## src/hdl/piston_wall_force_update_assert.svh

```systemverilog
// ----------------------------------------------------------------------------
// piston wall force update assertion macros
// shared concurrent assertion forms, clocked on clk, held off during arst_n
// ----------------------------------------------------------------------------
`ifndef PISTON_WALL_FORCE_UPDATE_ASSERT_SVH
`define PISTON_WALL_FORCE_UPDATE_ASSERT_SVH

// same-cycle implication
`define PWF_ASSERT_IMP(lbl, ante, cons, msg) \
	lbl: assert property (@(posedge clk) disable iff (!arst_n) (ante) |-> (cons)) \
		else $error(msg);

// next-cycle implication
`define PWF_ASSERT_NXT(lbl, ante, cons, msg) \
	lbl: assert property (@(posedge clk) disable iff (!arst_n) (ante) |=> (cons)) \
		else $error(msg);

`endif

```

## src/hdl/pwf_pkg.sv

```systemverilog
// ----------------------------------------------------------------------------
// pwf_pkg
// shared types, constants and helpers of the piston wall force update block
// ----------------------------------------------------------------------------
`timescale 1ns / 1ps

package pwf_pkg;

	// fixed point format
	localparam int FRAC_BITS = 16;

	// magnitude width and saturation cap of the kick arithmetic
	localparam int MAG_W  = 62;
	localparam int PROD_W = 128;
	localparam logic [MAG_W-1:0] MAG_CAP = {MAG_W{1'b1}};
	localparam logic [MAG_W-1:0] CAP_DIV24 = MAG_CAP / 62'd24;
	localparam logic [MAG_W-1:0] CAP_DIV48 = MAG_CAP / 62'd48;

	// reciprocal divider sizes
	localparam int DIV_W  = 2 * FRAC_BITS + 1;
	localparam int DCNT_W = $clog2(DIV_W + 1);

	// register indexes
	localparam logic [1:0] REG_PISTON = 2'd0;
	localparam logic [1:0] REG_CUTOFF = 2'd1;
	localparam logic [1:0] REG_SHIFT  = 2'd2;
	localparam logic [1:0] REG_DT     = 2'd3;

	// register reset values
	localparam logic [31:0] RST_PISTON = 32'd0;
	localparam logic [30:0] RST_CUTOFF = 31'd196608;
	localparam logic [31:0] RST_SHIFT  = 32'd0;
	localparam logic [30:0] RST_DT     = 31'd65;

	// multiply steps of one kick
	localparam logic [2:0] STEP_V2  = 3'd0;
	localparam logic [2:0] STEP_V4  = 3'd1;
	localparam logic [2:0] STEP_V8  = 3'd2;
	localparam logic [2:0] STEP_V12 = 3'd3;
	localparam logic [2:0] STEP_V14 = 3'd4;
	localparam logic [2:0] STEP_F   = 3'd5;
	localparam logic [2:0] STEP_KM  = 3'd6;

	typedef struct packed {
		logic [31:0] piston_position;
		logic [30:0] cutoff_dist;
		logic [31:0] shift_coefficient;
		logic [30:0] time_step;
	} pwf_cfg_t;

	typedef struct packed {
		logic       load;
		logic       kick_pist;
		logic       div_start;
		logic       mul_start;
		logic       mul_wr;
		logic [2:0] step;
		logic       calc_t;
		logic       apply;
		logic       out_load;
	} pwf_cmd_t;

	typedef struct packed {
		logic floor_hit;
		logic pist_hit;
		logic div_done;
		logic mul_done;
	} pwf_sts_t;

	// product shifted down by the fraction, saturated at the cap
	function automatic logic [MAG_W-1:0] mulq_cap(input logic [PROD_W-1:0] p);
		logic [MAG_W-1:0] r;
		if (|p[PROD_W-1:FRAC_BITS+MAG_W]) begin
			r = MAG_CAP;
		end else begin
			r = p[FRAC_BITS+MAG_W-1:FRAC_BITS];
		end
		return r;
	endfunction

endpackage

```

## src/hdl/pwf_ctrl.sv

```systemverilog
// ----------------------------------------------------------------------------
// pwf_ctrl
// sequencer: floor kick, piston kick, divider and multiply steps, output word
// ----------------------------------------------------------------------------
`timescale 1ns / 1ps
`include "piston_wall_force_update_assert.svh"

module pwf_ctrl (
	input  logic              clk,
	input  logic              arst_n,
	input  logic              in_valid,
	output logic              in_ready,
	output logic              out_valid,
	input  logic              out_ready,
	input  pwf_pkg::pwf_sts_t sts,
	output pwf_pkg::pwf_cmd_t cmd
);

	localparam logic [3:0] S_IDLE   = 4'd0;
	localparam logic [3:0] S_CHK    = 4'd1;
	localparam logic [3:0] S_DSTART = 4'd2;
	localparam logic [3:0] S_DWAIT  = 4'd3;
	localparam logic [3:0] S_MSTART = 4'd4;
	localparam logic [3:0] S_MWAIT  = 4'd5;
	localparam logic [3:0] S_TCALC  = 4'd6;
	localparam logic [3:0] S_APPLY  = 4'd7;
	localparam logic [3:0] S_FIN    = 4'd8;

	logic [3:0] state_q, state_d;
	logic [2:0] step_q, step_d;
	logic       pist_q, pist_d;
	logic       out_valid_q;
	logic       acc_w, km_end_w, pist_next_w;

	assign in_ready  = (state_q == S_IDLE);
	assign out_valid = out_valid_q;

	// next state and commands
	always_comb begin
		state_d = state_q;
		step_d  = step_q;
		pist_d  = pist_q;
		cmd     = '0;
		cmd.step      = step_q;
		cmd.kick_pist = pist_q;
		case (state_q)
			S_IDLE: begin
				if (in_valid) begin
					cmd.load = 1'b1;
					state_d  = S_CHK;
				end
			end
			S_CHK: begin
				if (sts.floor_hit) begin
					pist_d  = 1'b0;
					state_d = S_DSTART;
				end else if (sts.pist_hit) begin
					pist_d  = 1'b1;
					state_d = S_DSTART;
				end else begin
					state_d = S_FIN;
				end
			end
			S_DSTART: begin
				cmd.div_start = 1'b1;
				state_d       = S_DWAIT;
			end
			S_DWAIT: begin
				if (sts.div_done) begin
					step_d  = pwf_pkg::STEP_V2;
					state_d = S_MSTART;
				end
			end
			S_MSTART: begin
				cmd.mul_start = 1'b1;
				state_d       = S_MWAIT;
			end
			S_MWAIT: begin
				if (sts.mul_done) begin
					cmd.mul_wr = 1'b1;
					if (step_q == pwf_pkg::STEP_KM) begin
						state_d = S_APPLY;
					end else begin
						step_d  = step_q + 3'd1;
						state_d = (step_q == pwf_pkg::STEP_V14) ? S_TCALC : S_MSTART;
					end
				end
			end
			S_TCALC: begin
				cmd.calc_t = 1'b1;
				state_d    = S_MSTART;
			end
			S_APPLY: begin
				cmd.apply = 1'b1;
				if (!pist_q && sts.pist_hit) begin
					pist_d  = 1'b1;
					state_d = S_DSTART;
				end else begin
					state_d = S_FIN;
				end
			end
			S_FIN: begin
				if (!out_valid_q || out_ready) begin
					cmd.out_load = 1'b1;
					state_d      = S_IDLE;
				end
			end
			default: state_d = S_IDLE;
		endcase
	end

	always_ff @(posedge clk or negedge arst_n) begin
		if (!arst_n) begin
			state_q     <= S_IDLE;
			step_q      <= pwf_pkg::STEP_V2;
			pist_q      <= 1'b0;
			out_valid_q <= 1'b0;
		end else begin
			state_q <= state_d;
			step_q  <= step_d;
			pist_q  <= pist_d;
			if (cmd.out_load) begin
				out_valid_q <= 1'b1;
			end else if (out_ready) begin
				out_valid_q <= 1'b0;
			end
		end
	end

	// checks
	assign acc_w       = in_valid && in_ready;
	assign km_end_w    = (state_q == S_MWAIT) && sts.mul_done && (step_q == pwf_pkg::STEP_KM);
	assign pist_next_w = (state_q == S_APPLY) && !pist_q && sts.pist_hit;

	`PWF_ASSERT_NXT(a_accept_chk, acc_w, state_q == S_CHK, "accept did not check")
	`PWF_ASSERT_NXT(a_km_apply, km_end_w, state_q == S_APPLY, "last product not applied")
	`PWF_ASSERT_NXT(a_floor_then_pist, pist_next_w, state_q == S_DSTART && pist_q, "piston kick skipped")
	`PWF_ASSERT_IMP(a_start_excl, cmd.div_start, !cmd.mul_start && !cmd.apply, "divider and multiplier started together")

endmodule

```

## config.mk

```make
export PLATFORM = sky130hd
export DESIGN_NAME = pwf_ctrl
export DESIGN_NICKNAME = d
export VERILOG_FILES = /design/src/hdl/pwf_pkg.sv /design/src/hdl/pwf_ctrl.sv
export VERILOG_INCLUDE_DIRS = /design/src /design/src/hdl
export SDC_FILE = /design/constraint.sdc
export NUM_CORES = 1
export LEC_CHECK = 0
export BUFFER_PORTS_ARGS = -buffer_cell sky130_fd_sc_hd__buf_2
export CORE_MARGIN = 2
export CORE_UTILIZATION = 45
export CTS_BUF_LIST = sky130_fd_sc_hd__clkbuf_8
export CTS_CLUSTER_DIAMETER = 100
export DETAILED_ROUTE_END_ITERATION = 6
export PLACE_DENSITY_LB_ADDON = 0.15
export SYNTH_ARGS = -nofsm -noshare
export SYNTH_HDL_FRONTEND = slang
export SYNTH_SLANG_ARGS = --single-unit
```

## constraint.sdc

```tcl
create_clock -name clk -period 1.8 [get_ports clk]
set_input_delay 0.09 -clock clk [delete_from_list [all_inputs] [get_ports clk]]
set_output_delay 0.09 -clock clk [all_outputs]
set_load 0.05 [all_outputs]
```

=== Word-level counts from Yosys, hierarchy flattened ===
Cells that the tools add are included.

* Register bits: 9
* Bits of input ports: 8
* Logic and storage cells: 63

* Add/sub/neg operators: 1
* Equal/unequal tests: 17
* Mux-type cells: 30
* Reductions and logical operators: 11

{| class="wikitable"
|+ Operator list
! operator !! number
|-
| $pmux W4 S9 || 1
|-
| $mux W4 || 7
|-
| $eq A4 B3 Y1 const B || 4
|-
| $mux W1 || 15
|-
| $ne A2 B2 Y1 const B || 6
|-
| $mux W3 || 3
|-
| $eq A4 B2 Y1 const B || 2
|-
| $reduce_and A4 Y1 || 2
|-
| $eq A3 B3 Y1 const B || 2
|-
| $pmux W3 S2 || 1
|-
| $reduce_bool A2 Y1 || 3
|-
| $eq A4 B1 Y1 const B || 1
|-
| $eq A4 B4 Y1 const B || 1
|-
| $logic_not A4 Y1 || 1
|-
| $mux W2 || 2
|-
| $add A3 B1 Y3 const B || 1
|-
| $ne A3 B3 Y1 const B || 1
|-
| $reduce_and A3 Y1 || 1
|-
| $logic_not A1 Y1 || 2
|-
| $pmux W1 S2 || 1
|-
| $logic_and A1 B1 Y1 || 1
|-
| $logic_or A1 B1 Y1 || 1
|}

=== Logic depth before layout (Yosys ltp) ===
* Depth in word-level cells: 5
* Mapped depth: 6

=== Worst setup path before layout ===
OpenSTA, ideal clock, no wires.

* Path type: register -> output
* Start point: register state_q[2]
* End point: output port cmd[10] (netlist name)
* Arrival: 2.091 ns
* Path slack: -0.381 ns
* Stages on the path, launching flop included: 5
* Cells stage by stage: dfrtp_1 -> buf_4 -> buf_2 -> nor4_2 -> and2_1

{| class="wikitable"
|+ RTL lines
! element !! line !! RTL
|-
| from (decl) || pwf_ctrl.sv:29 || <nowiki>logic [3:0] state_q, state_d;</nowiki>
|-
| from (signal assigned) || pwf_ctrl.sv:119 || <nowiki>state_q <= state_d;</nowiki>
|-
| to (decl) || pwf_ctrl.sv:16 || <nowiki>output pwf_pkg::pwf_cmd_t cmd</nowiki>
|}

==> impl_metrics.tcl <==
set metrics [dict create \
    grt_overflow 0 \
    synth_top_area_share_pct 30.2 \
    start_util_pct 48.9 \
    start_kind "flip-flop" \
    yosysMostFrequentCell "dfrtp_1" \
    whs_ps 64.6 \
    cp_slowest_cell "dfrtp_1" \
    drc 0 \
    grt_setup_unrepaired "no" \
    final-seq-area_sq_um 226 \
    max_stage_delay_ps 620 \
    fin_skew_ps 0.411 \
    vias_per_cell 5.78 \
    hold_viol 0 \
    fin_crit_sh_pct 93.8 \
    ir_drop_uv 903 \
    cp_data_arrival_time_ps 1600 \
    required_ps 1710 \
    synth_top_cell_by_area "dfrtp_1" \
    grt_max_degree 15 \
    row_count 14 \
    p_per_area_nw_per_um2 1620 \
    cts_buffers 3 \
    period_needed_ps 1690 \
    clk_pin_slew_ps 50 \
    antenna_left 0 \
    hold_start "sts[3]" \
    crit_chain "and4bb_4 -> and2_1 -> buf_2" \
    multi_input_area_sq_um 469 \
    nFillCells 141 \
    worst_pin_slew_ps 454 \
    synthFlopType "dfrtp_1" \
    cts_setup_buffers 0 \
    path_class "flip-flop to primary output" \
    layout.nets 114 \
    holdPathStages 2 \
    cts_buffer_depth 2 \
    cts_tree "built" \
    timing.rr.start "state_q[0]$_DFFE_PN0P_" \
    wl_per_cell_um 14.4 \
    boundaryPins 21 \
    synthArstFlopShare_pct 100 \
    die_w_um 44.7 \
    crit_path_end_kind "primary output" \
    vias 682 \
    worst_r2r_path_depth 4 \
    die-area_sq_um 2000 \
    core_area_sq_um 1520 \
    drt_iter0_drc 19 \
    gp_congestion 0.802 \
    ys_warn_count 0 \
    insertion_delay_ps 240 \
    synth_area_leaders "dfrtp_1 30%, ha_1 5.0%, o21ai_1 4.7%, buf_6 4.5%, nor3_1 4.0%" \
    hpwl_mm 1.30 \
    first_pass_iters 4 \
    synth_edf_count 0 \
    synth.avg_cell_area_sq_um 9.21 \
    r2r_slack_ps 330 \
    cp_max_fo 11 \
    totalWireLength_mm 1.70 \
    p_leak_uw 0.000429 \
    syn_nets 92 \
    r2r-end "step_q[2]$_DFFE_PN0P_" \
    finish.utilization_pct 58.9 \
    post-place-ws_ps 263 \
    setup_ws_ps 112 \
    grt_pass1_vias 634 \
    hold_path_class "input pin to flip-flop" \
    drive_gt1_share_pct 35.3 \
    grt_pass1_wl_mm 2.86 \
    syn_inst 81 \
    antenna_cells 0 \
    ys_types 35 \
    antenna_found_initial 0 \
    root_buffer "clkbuf_8" \
    worstHoldEndpoint "pist_q$_DFFE_PN0P_" \
    netlist_area_sq_um 746 \
    cts_num_sinks 9 \
    slew_violations 0 \
    port_buffers 20 \
    crit_family "flip-flops" \
    grt_util_all_layers_pct 20.4 \
    synth.yosys.seq_area_share_pct 30.2 \
    setup_viol 0 \
    relSlewSlack_pct 69.7 \
    ys_ff_latch 9 \
    max_freq_mhz 592 \
    die_h_um 44.7 \
    status "finished, final reports clean" \
    synthTopCellsByCount "9 x dfrtp_1, 8 x nand2_1, 7 x o21ai_1" \
    drv_cap 0 \
    path_buf_inv 1 \
    synthToLayoutAreaGrowth_pct 20.3 \
    h-tree-depth 1 \
]
power breakdown:
group          internal, uW  switching (uW)
combinational           281             511
sequential              265             160
clock                   149            86.5
what timing repair did:
action                                  CTS  global route
hold endpoints to repair                  9             0
endpoints found under the setup margin    0             3
hold buffers                              1             0
gates resized for setup                   0             1
cells in the final DEF, fill, tap and decap left out, types with 2 or more instances in the layout:
master and count:
ha_1 3, and2_1 3, buf_2 20, nor3b_1 3, nand2b_1 2, buf_4 2, nor3_1 5, clkbuf_8 3
o21ai_1 7, a21oi_1 3, nand2_1 8, inv_1 4, nor2_1 6, dfrtp_1 8
logic make-up after synthesis:
group | count (synthesis) | share of synthesized area (%)
DFF | 9 | 30.2
adders and majority gates | 3 | 5.03
AOI/OAI and AO/OA | 18 | 18.1
buffers and inverters | 9 | 8.72
and+or+nand+nor | 42 | 37.9
routing by layer:
metal / part of all wire (%) / track usage, % / up-vias
li1: - / - / 332
met1: 44 / 25.6 / 325
met2: 47 / 32.2 / 21
met3: 5.6 / 3.60 / 4
met4: 2.8 / 12.7 / 0
met5: 0 / 0 / -
worst max-delay path by stage:
stage                           start            endpoint  slack, ps  cells after the start
4_1_cts        state_q[1]$_DFFE_PN0P_              cmd[6]         50                      3
3_3_place_gp   state_q[1]$_DFFE_PN0P_  pist_q$_DFFE_PN0P_        330                      4
3_5_place_dp   state_q[1]$_DFFE_PN0P_  pist_q$_DFFE_PN0P_        260                      4
5_1_grt        state_q[2]$_DFFE_PN0P_              cmd[1]         40                      3
6_report       state_q[0]$_DFFE_PN0P_              cmd[6]        110                      3
2_1_floorplan  state_q[2]$_DFFE_PN0P_             cmd[10]        -40                      4
final cells by class:
class                           count  share of cell area [%]
Multi-Input combinational cell     63                    52.3
Sequential cell                     9                    25.2
Timing Repair Buffer               23                    13.9
Tap cell                           16                    2.23
Clock inverter                      1                   0.418
Clock buffer                        3                    4.60
Inverter                            3                    1.26
through the flow:
step                      std cells  power, uW  TNS (ps)  area (sq um)
after floorplan                  81       1110     -36.2           759
after global placement          113       1210         0           841
after detailed placement        113       1220         0           841
after CTS                       118       1460         0           896
after global routing            118       1560         0           897
final                           118       1450         0           897
registers in the layout, indices dropped and copies added (netlist names):
| name | cells |
|---|---|
| out_valid | 1 |
| pist_q | 1 |
| state_q | 4 |
| step_q | 3 |
worst reg2reg max path, cell delays in order (launching register included):
cell and delay, ps:
dfrtp_1 620, and4bb_4 360, a32oi_4 140, o21ai_1 170
nand2_1 70
(Power assumes the default switching activity.)
